`src/hw/rtl/ocd_pkg.sv`:
```
`timescale 1ns / 1ps
// shared types, constants and helpers of the oracle commitment decoder
// no dependencies; used by all ocd modules
package ocd_pkg;

  localparam logic [7:0] HdrFirst    = 8'h6a;
  localparam logic [7:0] HdrSecond   = 8'hbf;
  localparam logic [7:0] OpPushData1 = 8'h4c;
  localparam logic [7:0] OpPushData2 = 8'h4d;
  localparam logic [7:0] OpPushData4 = 8'h4e;
  localparam logic [7:0] WantVersion = 8'h03;
  localparam logic [8:0] MinPayload  = 9'd87;
  localparam logic [8:0] CountCap    = 9'd342;
  localparam logic [8:0] FixedBytes  = 9'd86;

  // parse phase, one-hot
  typedef enum logic [6:0] {
    PH_HDR1   = 7'b0000001,
    PH_HDR2   = 7'b0000010,
    PH_OPCODE = 7'b0000100,
    PH_LEN1   = 7'b0001000,
    PH_LEN2   = 7'b0010000,
    PH_LEN4   = 7'b0100000,
    PH_DATA   = 7'b1000000
  } phase_e;

  typedef struct packed {
    logic [7:0] script_byte;
    logic       last;
  } byte_item_t;

  typedef struct packed {
    logic               valid_res;
    logic [7:0]         participants;
    logic [31:0]        epoch;
    logic [63:0]        price;
    logic signed [63:0] stamp;
  } res_item_t;

  // handshake between input stage, parser and output stage
  typedef struct packed {
    logic step;   // input register item consumed this cycle
    logic emit;   // a result is loaded into the output register
  } flow_t;

  function automatic logic [7:0] popcount8(input logic [7:0] b);
    logic [7:0] n;
    n = 8'd0;
    for (int i = 0; i < 8; i++) begin
      n = n + {7'd0, b[i]};
    end
    return n;
  endfunction

endpackage

```
`src/hw/rtl/ocd_byte_if.sv`:
```
`timescale 1ns / 1ps
// script byte channel: valid/ready plus one script byte and its last mark
// no dependencies
interface ocd_byte_if;
  logic       valid;
  logic       ready;
  logic [7:0] script_byte;
  logic       last;

  modport source (output valid, output script_byte, output last, input ready);
  modport sink (input valid, input script_byte, input last, output ready);
endinterface

```
`src/hw/rtl/ocd_res_if.sv`:
```
`timescale 1ns / 1ps
// result channel: valid/ready plus the decoded commitment fields
// no dependencies
interface ocd_res_if;
  logic               valid;
  logic               ready;
  logic               valid_res;
  logic [7:0]         participants;
  logic [31:0]        epoch;
  logic [63:0]        price;
  logic signed [63:0] stamp;

  modport source (output valid, output valid_res, output participants, output epoch,
                  output price, output stamp, input ready);
  modport sink (input valid, input valid_res, input participants, input epoch,
                input price, input stamp, output ready);
endinterface

```
`src/hw/rtl/ocd_in_stage.sv`:
```
`timescale 1ns / 1ps
// input register of the decoder: holds one script byte until the parser takes it
// depends on ocd_pkg and ocd_byte_if
module ocd_in_stage (
  input  logic                clk_i,
  input  logic                rst_ni,
  ocd_byte_if.sink            byte_i,
  input  ocd_pkg::flow_t      flow_i,
  output logic                vld_o,
  output ocd_pkg::byte_item_t item_o
);

  logic                vld_q, vld_d;
  ocd_pkg::byte_item_t item_q, item_d;
  logic                take;

  assign byte_i.ready = !vld_q || flow_i.step;
  assign take         = byte_i.valid && byte_i.ready;

  always_comb begin
    vld_d  = vld_q;
    item_d = item_q;
    if (take) begin
      vld_d              = 1'b1;
      item_d.script_byte = byte_i.script_byte;
      item_d.last        = byte_i.last;
    end else if (flow_i.step) begin
      vld_d = 1'b0;
    end
  end

  always_ff @(posedge clk_i or negedge rst_ni) begin
    if (!rst_ni) begin
      vld_q <= 1'b0;
    end else begin
      vld_q <= vld_d;
    end
  end

  always_ff @(posedge clk_i) begin
    item_q <= item_d;
  end

  assign vld_o  = vld_q;
  assign item_o = item_q;

endmodule

```
`src/hw/rtl/ocd_parser.sv`:
```
`timescale 1ns / 1ps
// push parser and payload field decoder, one script byte per step
// depends on ocd_pkg
module ocd_parser (
  input  logic                clk_i,
  input  logic                rst_ni,
  input  ocd_pkg::flow_t      flow_i,
  input  ocd_pkg::byte_item_t item_i,
  output ocd_pkg::res_item_t  res_o
);

  ocd_pkg::phase_e phase_q, phase_d;
  logic [1:0]  left_q, left_d;
  logic [31:0] push_q, push_d;
  logic [8:0]  count_q, count_d;
  logic [7:0]  version_q, version_d;
  logic [7:0]  bmlen_q, bmlen_d;
  logic [7:0]  bits_q, bits_d;
  logic [31:0] epoch_q, epoch_d;
  logic [63:0] price_q, price_d;
  logic [63:0] stamp_q, stamp_d;
  logic        failed_q, failed_d;

  logic [7:0]  b;
  logic [1:0]  pos;
  logic [31:0] push_or;
  logic [8:0]  p_off;
  logic [8:0]  q_off;
  logic [8:0]  q_price;
  logic [8:0]  q_stamp;
  logic        ok;

  assign b       = item_i.script_byte;
  assign p_off   = count_q - 9'd2;
  assign q_off   = p_off - {1'b0, bmlen_q};
  assign q_price = q_off - 9'd4;
  assign q_stamp = q_off - 9'd12;

  // byte lane of the length field being read
  always_comb begin
    case (phase_q)
      ocd_pkg::PH_LEN2: pos = 2'd1 - left_q;
      ocd_pkg::PH_LEN4: pos = 2'd3 - left_q;
      default:          pos = 2'd0;
    endcase
    push_or = push_q | ({24'd0, b} << {pos, 3'b000});
  end

  always_comb begin
    phase_d   = phase_q;
    left_d    = left_q;
    push_d    = push_q;
    count_d   = count_q;
    version_d = version_q;
    bmlen_d   = bmlen_q;
    bits_d    = bits_q;
    epoch_d   = epoch_q;
    price_d   = price_q;
    stamp_d   = stamp_q;
    failed_d  = failed_q;
    if (!failed_q) begin
      case (phase_q)
        ocd_pkg::PH_HDR1: begin
          if (b == ocd_pkg::HdrFirst) phase_d = ocd_pkg::PH_HDR2;
          else failed_d = 1'b1;
        end
        ocd_pkg::PH_HDR2: begin
          if (b == ocd_pkg::HdrSecond) phase_d = ocd_pkg::PH_OPCODE;
          else failed_d = 1'b1;
        end
        ocd_pkg::PH_OPCODE: begin
          push_d = 32'd0;
          if (b < ocd_pkg::OpPushData1) begin
            // opcode zero is an empty push
            if (b != 8'd0) begin
              push_d  = {24'd0, b};
              phase_d = ocd_pkg::PH_DATA;
            end
          end else if (b == ocd_pkg::OpPushData1) begin
            phase_d = ocd_pkg::PH_LEN1;
            left_d  = 2'd0;
          end else if (b == ocd_pkg::OpPushData2) begin
            phase_d = ocd_pkg::PH_LEN2;
            left_d  = 2'd1;
          end else if (b == ocd_pkg::OpPushData4) begin
            phase_d = ocd_pkg::PH_LEN4;
            left_d  = 2'd3;
          end else begin
            failed_d = 1'b1;
          end
        end
        ocd_pkg::PH_LEN1, ocd_pkg::PH_LEN2, ocd_pkg::PH_LEN4: begin
          push_d = push_or;
          if (left_q == 2'd0) begin
            phase_d = (push_or == 32'd0) ? ocd_pkg::PH_OPCODE : ocd_pkg::PH_DATA;
          end else begin
            left_d = left_q - 2'd1;
          end
        end
        ocd_pkg::PH_DATA: begin
          if (count_q == 9'd0) begin
            version_d = b;
          end else if (count_q == 9'd1) begin
            bmlen_d = b;
          end else if (p_off < {1'b0, bmlen_q}) begin
            bits_d = bits_q + ocd_pkg::popcount8(b);
          end else if (q_off < 9'd4) begin
            epoch_d = epoch_q | ({24'd0, b} << {q_off[1:0], 3'b000});
          end else if (q_off < 9'd12) begin
            price_d = price_q | ({56'd0, b} << {q_price[2:0], 3'b000});
          end else if (q_off < 9'd20) begin
            stamp_d = stamp_q | ({56'd0, b} << {q_stamp[2:0], 3'b000});
          end
          if (count_q < ocd_pkg::CountCap) count_d = count_q + 9'd1;
          push_d = push_q - 32'd1;
          if (push_d == 32'd0) phase_d = ocd_pkg::PH_OPCODE;
        end
        default: failed_d = 1'b1;
      endcase
    end
  end

  // verdict on the state after this byte
  assign ok = !failed_d && (phase_d == ocd_pkg::PH_OPCODE) &&
              (version_d == ocd_pkg::WantVersion) && (bmlen_d != 8'd0) &&
              (count_d >= ocd_pkg::MinPayload) &&
              (count_d == ocd_pkg::FixedBytes + {1'b0, bmlen_d}) &&
              (price_d != 64'd0);

  always_comb begin
    res_o.valid_res    = ok;
    res_o.participants = ok ? bits_d : 8'd0;
    res_o.epoch        = ok ? epoch_d : 32'd0;
    res_o.price        = ok ? price_d : 64'd0;
    res_o.stamp        = ok ? $signed(stamp_d) : 64'sd0;
  end

  always_ff @(posedge clk_i or negedge rst_ni) begin
    if (!rst_ni) begin
      phase_q   <= ocd_pkg::PH_HDR1;
      left_q    <= 2'd0;
      push_q    <= 32'd0;
      count_q   <= 9'd0;
      version_q <= 8'd0;
      bmlen_q   <= 8'd0;
      bits_q    <= 8'd0;
      epoch_q   <= 32'd0;
      price_q   <= 64'd0;
      stamp_q   <= 64'd0;
      failed_q  <= 1'b0;
    end else if (flow_i.step) begin
      if (item_i.last) begin
        phase_q   <= ocd_pkg::PH_HDR1;
        left_q    <= 2'd0;
        push_q    <= 32'd0;
        count_q   <= 9'd0;
        version_q <= 8'd0;
        bmlen_q   <= 8'd0;
        bits_q    <= 8'd0;
        epoch_q   <= 32'd0;
        price_q   <= 64'd0;
        stamp_q   <= 64'd0;
        failed_q  <= 1'b0;
      end else begin
        phase_q   <= phase_d;
        left_q    <= left_d;
        push_q    <= push_d;
        count_q   <= count_d;
        version_q <= version_d;
        bmlen_q   <= bmlen_d;
        bits_q    <= bits_d;
        epoch_q   <= epoch_d;
        price_q   <= price_d;
        stamp_q   <= stamp_d;
        failed_q  <= failed_d;
      end
    end
  end

endmodule

```
`src/hw/rtl/ocd_out_stage.sv`:
```
`timescale 1ns / 1ps
// result register of the decoder: holds one result item until the sink takes it
// depends on ocd_pkg and ocd_res_if
module ocd_out_stage (
  input  logic               clk_i,
  input  logic               rst_ni,
  input  ocd_pkg::flow_t     flow_i,
  input  ocd_pkg::res_item_t res_i,
  output logic               busy_o,
  ocd_res_if.source          res_o
);

  logic               vld_q, vld_d;
  ocd_pkg::res_item_t res_q;

  always_comb begin
    vld_d = vld_q;
    if (flow_i.emit) vld_d = 1'b1;
    else if (res_o.ready) vld_d = 1'b0;
  end

  always_ff @(posedge clk_i or negedge rst_ni) begin
    if (!rst_ni) begin
      vld_q <= 1'b0;
    end else begin
      vld_q <= vld_d;
    end
  end

  always_ff @(posedge clk_i) begin
    if (flow_i.emit) res_q <= res_i;
  end

  // a held result that is not taken this cycle blocks the next final byte
  assign busy_o = vld_q && !res_o.ready;

  assign res_o.valid        = vld_q;
  assign res_o.valid_res    = res_q.valid_res;
  assign res_o.participants = res_q.participants;
  assign res_o.epoch        = res_q.epoch;
  assign res_o.price        = res_q.price;
  assign res_o.stamp        = res_q.stamp;

endmodule

```
`src/hw/rtl/oracle_commitment_decoder.sv`:
```
`timescale 1ns / 1ps
// top level of the oracle commitment decoder
// depends on ocd_pkg, ocd_byte_if, ocd_res_if, ocd_in_stage, ocd_parser, ocd_out_stage

// the decoder takes one output script as a stream of bytes, one byte per item,
// with last set on the final byte, and gives exactly one result item per script
// when that final byte is parsed. the script must open with 0x6a 0xbf, followed
// by direct pushes or pushdata1/2/4 pushes whose data are joined into a payload:
// version 0x03, bitmap length, bitmap, epoch, price and timestamp (little
// endian), then 64 signature bytes. valid_res is 1 only for a well formed
// commitment with nonzero price; otherwise all other result fields are zero.
// throughput is one script byte per clock cycle, including across script
// boundaries, except while a final byte waits for the output register; a
// result is registered as its final byte leaves the input register. the rate
// is set by the parse update, combinational between the two registers.
// while a result waits in the output register, non-final bytes keep flowing;
// only the next final byte waits until the result is taken.
module oracle_commitment_decoder (
  input  logic      clk_i,
  input  logic      rst_ni,
  ocd_byte_if.sink  byte_i,
  ocd_res_if.source res_o
);

  ocd_pkg::flow_t      flow;
  ocd_pkg::byte_item_t item;
  ocd_pkg::res_item_t  res;
  logic                in_vld;
  logic                out_busy;

  // the held byte moves on unless it is a final byte and the result slot holds an untaken result
  assign flow.step = in_vld && !(item.last && out_busy);
  assign flow.emit = flow.step && item.last;

  // input register
  ocd_in_stage u_in (
    .clk_i  (clk_i),
    .rst_ni (rst_ni),
    .byte_i (byte_i),
    .flow_i (flow),
    .vld_o  (in_vld),
    .item_o (item)
  );

  // parse state and field decode, one byte per step
  ocd_parser u_parser (
    .clk_i  (clk_i),
    .rst_ni (rst_ni),
    .flow_i (flow),
    .item_i (item),
    .res_o  (res)
  );

  // result register
  ocd_out_stage u_out (
    .clk_i  (clk_i),
    .rst_ni (rst_ni),
    .flow_i (flow),
    .res_i  (res),
    .busy_o (out_busy),
    .res_o  (res_o)
  );

endmodule
```
`src/flat_wrapper.sv`:
```
// flat-port wrapper written by rule: the top's interface ports become plain ports
module oracle_commitment_decoder_flat 
  (clk_i, rst_ni, byte_i_valid, byte_i_script_byte, byte_i_last, byte_i_ready, res_o_valid, res_o_valid_res, res_o_participants, res_o_epoch, res_o_price, res_o_stamp, res_o_ready);
  ocd_byte_if byte_i_i ();
  ocd_res_if res_o_i ();
  input  logic clk_i;
  input  logic rst_ni;
  input wire logic [$bits(byte_i_i.valid)-1:0] byte_i_valid;
  input wire logic [$bits(byte_i_i.script_byte)-1:0] byte_i_script_byte;
  input wire logic [$bits(byte_i_i.last)-1:0] byte_i_last;
  output wire logic [$bits(byte_i_i.ready)-1:0] byte_i_ready;
  output wire logic [$bits(res_o_i.valid)-1:0] res_o_valid;
  output wire logic [$bits(res_o_i.valid_res)-1:0] res_o_valid_res;
  output wire logic [$bits(res_o_i.participants)-1:0] res_o_participants;
  output wire logic [$bits(res_o_i.epoch)-1:0] res_o_epoch;
  output wire logic [$bits(res_o_i.price)-1:0] res_o_price;
  output wire logic [$bits(res_o_i.stamp)-1:0] res_o_stamp;
  input wire logic [$bits(res_o_i.ready)-1:0] res_o_ready;
  assign byte_i_i.valid = byte_i_valid;
  assign byte_i_i.script_byte = byte_i_script_byte;
  assign byte_i_i.last = byte_i_last;
  assign byte_i_ready = byte_i_i.ready;
  assign res_o_valid = res_o_i.valid;
  assign res_o_valid_res = res_o_i.valid_res;
  assign res_o_participants = res_o_i.participants;
  assign res_o_epoch = res_o_i.epoch;
  assign res_o_price = res_o_i.price;
  assign res_o_stamp = res_o_i.stamp;
  assign res_o_i.ready = res_o_ready;
  oracle_commitment_decoder u_core (.clk_i(clk_i), .rst_ni(rst_ni), .byte_i(byte_i_i), .res_o(res_o_i));
endmodule
```
`config.mk`:
```
export PLATFORM = sky130hd
export DESIGN_NAME = oracle_commitment_decoder_flat
export DESIGN_NICKNAME = d
export VERILOG_FILES = /design/src/hw/rtl/ocd_pkg.sv /design/src/hw/rtl/ocd_byte_if.sv /design/src/hw/rtl/ocd_res_if.sv /design/src/hw/rtl/ocd_in_stage.sv /design/src/hw/rtl/ocd_parser.sv /design/src/hw/rtl/ocd_out_stage.sv /design/src/hw/rtl/oracle_commitment_decoder.sv /design/src/flat_wrapper.sv
export SDC_FILE = /design/constraint.sdc
export NUM_CORES = 1
export LEC_CHECK = 0
export BUFFER_PORTS_ARGS = -buffer_cell sky130_fd_sc_hd__buf_2
export CAP_MARGIN = 20
export CORE_MARGIN = 10
export CORE_UTILIZATION = 54
export DETAILED_ROUTE_END_ITERATION = 10
export PLACE_DENSITY = 0.82
export SKIP_LAST_GASP = 1
export SYNTH_ARGS = -nofsm -noshare
export SYNTH_HDL_FRONTEND = slang
export SYNTH_SLANG_ARGS = --single-unit
```
`constraint.sdc`:
```
create_clock -name clk_i -period 6.7 [get_ports clk_i]
set_clock_uncertainty 0.05 [all_clocks]
set_input_delay 1.34 -clock clk_i [delete_from_list [all_inputs] [get_ports clk_i]]
set_output_delay 1.34 -clock clk_i [all_outputs]
set_load 0.1 [all_outputs]
```
# After elaboration in Yosys (flattened, before gate mapping)
# Index checks and enable logic that the tools add are counted.
# totals
word_cells	187
in_bits	13
reg_bits	415
out_inout_bits	171
# classes
shift	4
bitwise_logic	4
n_mux	83
magnitude_cmp	7
eq_ne	20
reduce_logical	31
add_sub_neg	18
# op_table
op	n
$mux W64	17
$mux W32	9
$mux W8	17
$or A64 B64 Y64	2
$shl A8 B6 Y64	2
$pmux W32 S3	1
$mux W7	12
$logic_not A32 Y1	2
$or A32 B32 Y32	2
$reduce_bool A64 Y1	1
$shl A8 B5 Y32	2
$mux W9	4
$pmux W7 S5	1
$eq A8 B7 Y1 const B	4
$sub A32 B1 Y32 const B	1
$reduce_bool A8 Y1	2
$eq A7 B3 Y1 const B	2
$mux W2	7
$mux W1	12
$logic_and A1 B1 Y1	11
$add A7 B8 Y9 const A	1
$add A9 B1 Y9 const B	1
$eq A9 B1 Y1 const B	1
$eq A9 B9 Y1	1
45 further kinds	52

# Logic depth before layout (Yosys ltp)
# depth
depth_word	16
mapped_depth	18
mapped_depth_nobuf	14

# By module
# A second synthesis with hierarchy kept.
# unflattened
cells_unflattened	2223
area_unflattened_um2	21320.4
# by_module_without_submodules
module	cells_per_inst	instances	area_per_inst_um2
ocd_parser	2036	1	15860.2
ocd_out_stage	172	1	5119.9
ocd_in_stage	13	1	324.1
oracle_commitment_decoder	2	1	16.3

# Least setup slack after synthesis
# No wires, ideal clock.
# synth_path
path_kind	input to register
from	in res_o_ready
to	reg u_core.u_out.res_q (netlist bit u_core.u_out.res_o.epoch[0]) (enable)
t_arrival_ps	6736
slack_ps	-686
path_stages	5
cell_sequence	nand3b_1 > and2_1 > nand2_1 > inv_2 > clkbuf_1
# synth_rtl
item	line_no	rtl
start, declared	flat_wrapper.sv:18	input wire logic [$bits(res_o_i.ready)-1:0] res_o_ready;
end signal, assigned	ocd_out_stage.sv:31	if (flow_i.emit) res_q <= res_i;
end, declared	ocd_out_stage.sv:14	ocd_pkg::res_item_t res_q;

# Worst setup path in the final report
# layout_path
from	reg u_core.u_parser.count_q[3]
to	reg u_core.u_out.res_q (netlist bit u_core.u_out.res_o.epoch[16]) (data pin)
# layout_via
elab_chain_cells	12
word_cells_on_any_way	43
classes_between	add/sub: 4; order compare: 5; eq/ne: 3; mux: 23; reduce/logical: 8
# layout_rtl
item	line_no	rtl
start, declared	ocd_parser.sv:15	logic [8:0] count_q, count_d;
start signal, assigned	ocd_parser.sv:168	count_q <= count_d;
$sub A9 B2 Y9	ocd_parser.sv:34	assign p_off = count_q - 9'd2;
$sub A9 B8 Y9	ocd_parser.sv:35	assign q_off = p_off - {1'b0, bmlen_q};
$lt A9 B4 Y1	ocd_parser.sv:109	end else if (q_off < 9'd12) begin
$mux W64	ocd_parser.sv:109	
$mux W64	ocd_parser.sv:107	end else if (q_off < 9'd4) begin
$mux W64	ocd_parser.sv:105	end else if (p_off < {1'b0, bmlen_q}) begin
$mux W64	ocd_parser.sv:103	end else if (count_q == 9'd1) begin
$mux W64	ocd_parser.sv:101	if (count_q == 9'd0) begin
$mux W64	ocd_parser.sv:62	case (phase_q)
$mux W64	ocd_parser.sv:61	if (!failed_q) begin
$reduce_bool A64 Y1	ocd_parser.sv:128	(price_d != 64'd0);
$logic_and A1 B1 Y1	ocd_parser.sv:127	(count_d == ocd_pkg::FixedBytes + {1'b0, bmlen_d}) &&
# Parallel ways exist; a longest one is shown, timed or not.
# A chain may end at the register's enable or synchronous reset.

==> results.yml <==
status:
  status: "complete, no violations"
timing:
  setup_tns_ps: 0
  period_share: 0.7847
  finalSetupViolCount: 0
  max_freq_mhz: 190.2
  min_period_ps: 5258
  max_slew.worst_pin.slew_ps: 1091
  final_hold_viol_count: 0
  slew_headroom: 0.2685
  slew_viol_final: 0
  rsz0062_at_grt: "no"
  timing.hold.ws_ps: 444.2
clocking:
  htree_levels: 2
  post-cts-setup-buffer-count: 0
  clock_sinks: 415
  postCtsResizedCells: 0
  cts_tree: "yes"
  clkTransAtPathRegs_ps: 70
  numCtsBuffers: 43
  root_buffer: "clkbuf_16"
  clockBufferDepth: 3
  clkLatencyLatePin_ps: 580
  hold_buffers: 0
finish:
  multi_input_area_sq_um: 9072
  fin_util: 0.6139
  instances_no_fill: 2785
  n_antenna_cell: 0
  final_cell_area_sq_um: 23780
  syn_to_final_growth_pct: 12.31
  seq_area_sq_um: 11280
  final_net_count: 2274
  fill_cells: 3169
  drive_gt1_frac: 0.1866
detailed_routing:
  drc_errors: 0
  avgViaCountPerCell: 6.453
  wl_per_cell_microns: 22.52
  drt_iter0_drc: 2235
  routed_wl_microns: 62710
  ant_nets: 0
  vias: 17971
  first_pass_iters: 8
worst_setup_path:
  cpLargestDelayFamily: "simple AND/OR/NAND/NOR gates"
  worst-path-max-fanout: 82
  critPathKind: "register to register"
  cp_cell_sequence: "nor4_1 -> nand2_1 -> xnor2_1 -> ha_1 -> a2111oi_0 -> a31oi_1 -> a21oi_1 -> nand4_1 -> o21ai_0 -> nand4b_4 -> buf_12 -> nor3_1"
  crit_path_end_kind: "register"
  arrival_ps: 5610
  worst-path-buf-inv: 1
  cp_slowest_stage_delay_ps: 680
  startpoint_type: "register"
  slowest_stage: "nor4_1"
  cp.required_ps: 7050
logic_synthesis:
  netlist_area_sq_um: 21170
  ys_warn_count: 0
  seq_area_frac_synth: 0.5326
  netlist-cell-type-count: 77
  ys_ff_latch: 415
  postSynthCellCount: 2140
  syn_nets: 2182
  synthFlopType: "dfrtp_1"
  synthArstFlopShare: 0.5711
  syn_avg_cell_area_sq_um: 9.894
  synth_edf_count: 178
floorplanning:
  die_y_microns: 218.0
  die_w_microns: 218.0
  pin_count: 184
  placementRows: 72
  design.die.area_sq_um: 47530
  initial_utilization: 0.5466
  core_area_sq_um: 38740
grt:
  grt_pass1_wl_microns: 99190
  grt_max_degree: 143
  grt.overflow.total: 0
  grt_antenna_before_repair: 0
  grt_pass1_vias: 17332
  track_usage: 0.2582
pwr:
  ir_worst_vdd_uv: 176.2
  p_leak_nw: 9.641
  power_density_nw_per_um2: 254.1
flow_run:
  cap_violations: 0
worst_hold_path:
  min-delay-path-class: "register to register"
place:
  place.gp.congestion: 0.9609
  port_buffers: 183
  placed_cell_area_sq_um: 22370
  dpl.hpwl_microns: 41500
  place_inst: 2704
final cells by class:
cell class	instances	share of cell area
Sequential cell	415	0.4742
Multi-Input combinational cell	1520	0.3815
Timing Repair Buffer	219	0.05246
Clock buffer	60	0.05093
Tap cell	518	0.02726
Clock inverter	20	0.008051
Inverter	33	0.005525
layer usage:
layer	up-vias	part of all wire	GRT usage
met5	-	0	0
met4	0	0.031	0.09303
met3	145	0.096	0.04480
met2	1055	0.47	0.4079
met1	8755	0.40	0.3520
li1	8016	-	-
synthesized netlist by cell type, drive strengths merged (15+ instances only):
library cell / number / area, sq um
a21oi: 392 / 1962
nor2: 255 / 957.2
dfrtp: 236 / 5906
nor3: 214 / 1617
edfxtp: 178 / 5345
clkbuf: 129 / 484.2
o21ai: 111 / 555.5
nand2: 88 / 330.3
and2: 50 / 312.8
nor4: 47 / 312.8
buf: 43 / 276.5
inv: 33 / 123.9
nand3: 27 / 135.1
ha: 23 / 287.8
xor2: 23 / 201.4
nand4: 20 / 125.1
and3: 19 / 118.9
xnor2: 19 / 166.4
a31oi: 17 / 106.4
a22o: 15 / 131.4
worst paths after layout:
path                       depth (start not counted)  slack, ps                                    endpoint                                    start
max                                               12       1440  u_core.u_out.res_o.epoch[16]$_SDFFCE_PN0P_   u_core.u_parser.count_q[3]$_DFFE_PN0P_
min                                                2        440     u_core.u_parser.stamp_q[59]$_DFFE_PN0P_  u_core.u_parser.stamp_q[59]$_DFFE_PN0P_
max reg2reg                                       12       1440  u_core.u_out.res_o.epoch[16]$_SDFFCE_PN0P_   u_core.u_parser.count_q[3]$_DFFE_PN0P_
min reg2reg                                        2        440     u_core.u_parser.stamp_q[59]$_DFFE_PN0P_  u_core.u_parser.stamp_q[59]$_DFFE_PN0P_
max in group asynchronous                          2       4590     u_core.u_parser.epoch_q[23]$_DFFE_PN0P_                                   rst_ni
min in group asynchronous                          1        740      u_core.u_parser.push_q[19]$_DFFE_PN0P_                                   rst_ni
cell families after synthesis:
| family | Yosys count | share of synthesized area |
|---|---|---|
| buffers and inverters | 205 | 0.04178 |
| adders and majority gates | 29 | 0.01927 |
| and+or+nand+nor | 803 | 0.2156 |
| AOI/OAI and AO/OA | 638 | 0.1695 |
| DFF | 415 | 0.5326 |
| muxes | 8 | 0.003841 |
| xor gates and xnor gates | 42 | 0.01737 |
placed cells by master, fill, tap and decap left out, drive strengths merged, types with 7 or more instances in the layout:
cell type	instances
xnor2	19
a22o	15
inv	37
or4	8
buf	219
nor4b	11
nand4	20
nor4	47
or2	8
a22oi	13
a21o	8
nor2	255
a211oi	7
nand2b	7
mux2i	7
xor2	23
clkinv	13
nor3	214
o31ai	11
dfrtp	236
and2	50
edfxtp	178
a21oi	392
nor2b	10
clkbuf	60
and3	19
nand3	27
o22ai	13
o21ai	111
ha	23
nand2	88
or3	12
a31oi	17
where the power goes:
group / switching, W / internal, W / total [W]
clock: 0.00104 / 0.00136 / 0.00240
combinational: 0.000633 / 0.000213 / 0.000846
sequential: 0.0000819 / 0.00272 / 0.00280
total: 0.00176 / 0.00429 / 0.00604
registers in the layout, summed over array words and instances (netlist names), 2 cells and up:
register	cells
u_core.u_in.item_o	9
u_core.u_out.res_o.epoch	32
u_core.u_out.res_o.participants	8
u_core.u_out.res_o.price	64
u_core.u_out.res_o.stamp	64
u_core.u_parser.bits_q	8
u_core.u_parser.bmlen_q	8
u_core.u_parser.count_q	9
u_core.u_parser.epoch_q	32
u_core.u_parser.left_q	2
u_core.u_parser.phase_q	7
u_core.u_parser.price_q	64
u_core.u_parser.push_q	32
u_core.u_parser.stamp_q	64
u_core.u_parser.version_q	8
through the flow:
stage               setup slack (ps)  total power (W)
finish                          1442         0.006041
global route                    1087         0.006235
CTS                             1550         0.006042
detailed placement              1649         0.003669
global placement                1715         0.003657
floorplan                       1953         0.003425
worst register-to-register path, stage by stage, from the launching register on:
cell,delay [ps]
dfrtp_1,540
nor4_1,690
nand2_1,150
xnor2_1,160
ha_1,340
a2111oi_0,430
a31oi_1,100
a21oi_1,200
nand4_1,320
o21ai_0,610
nand4b_4,670
buf_12,500
nor3_1,310
(Power assumes the default switching activity.)
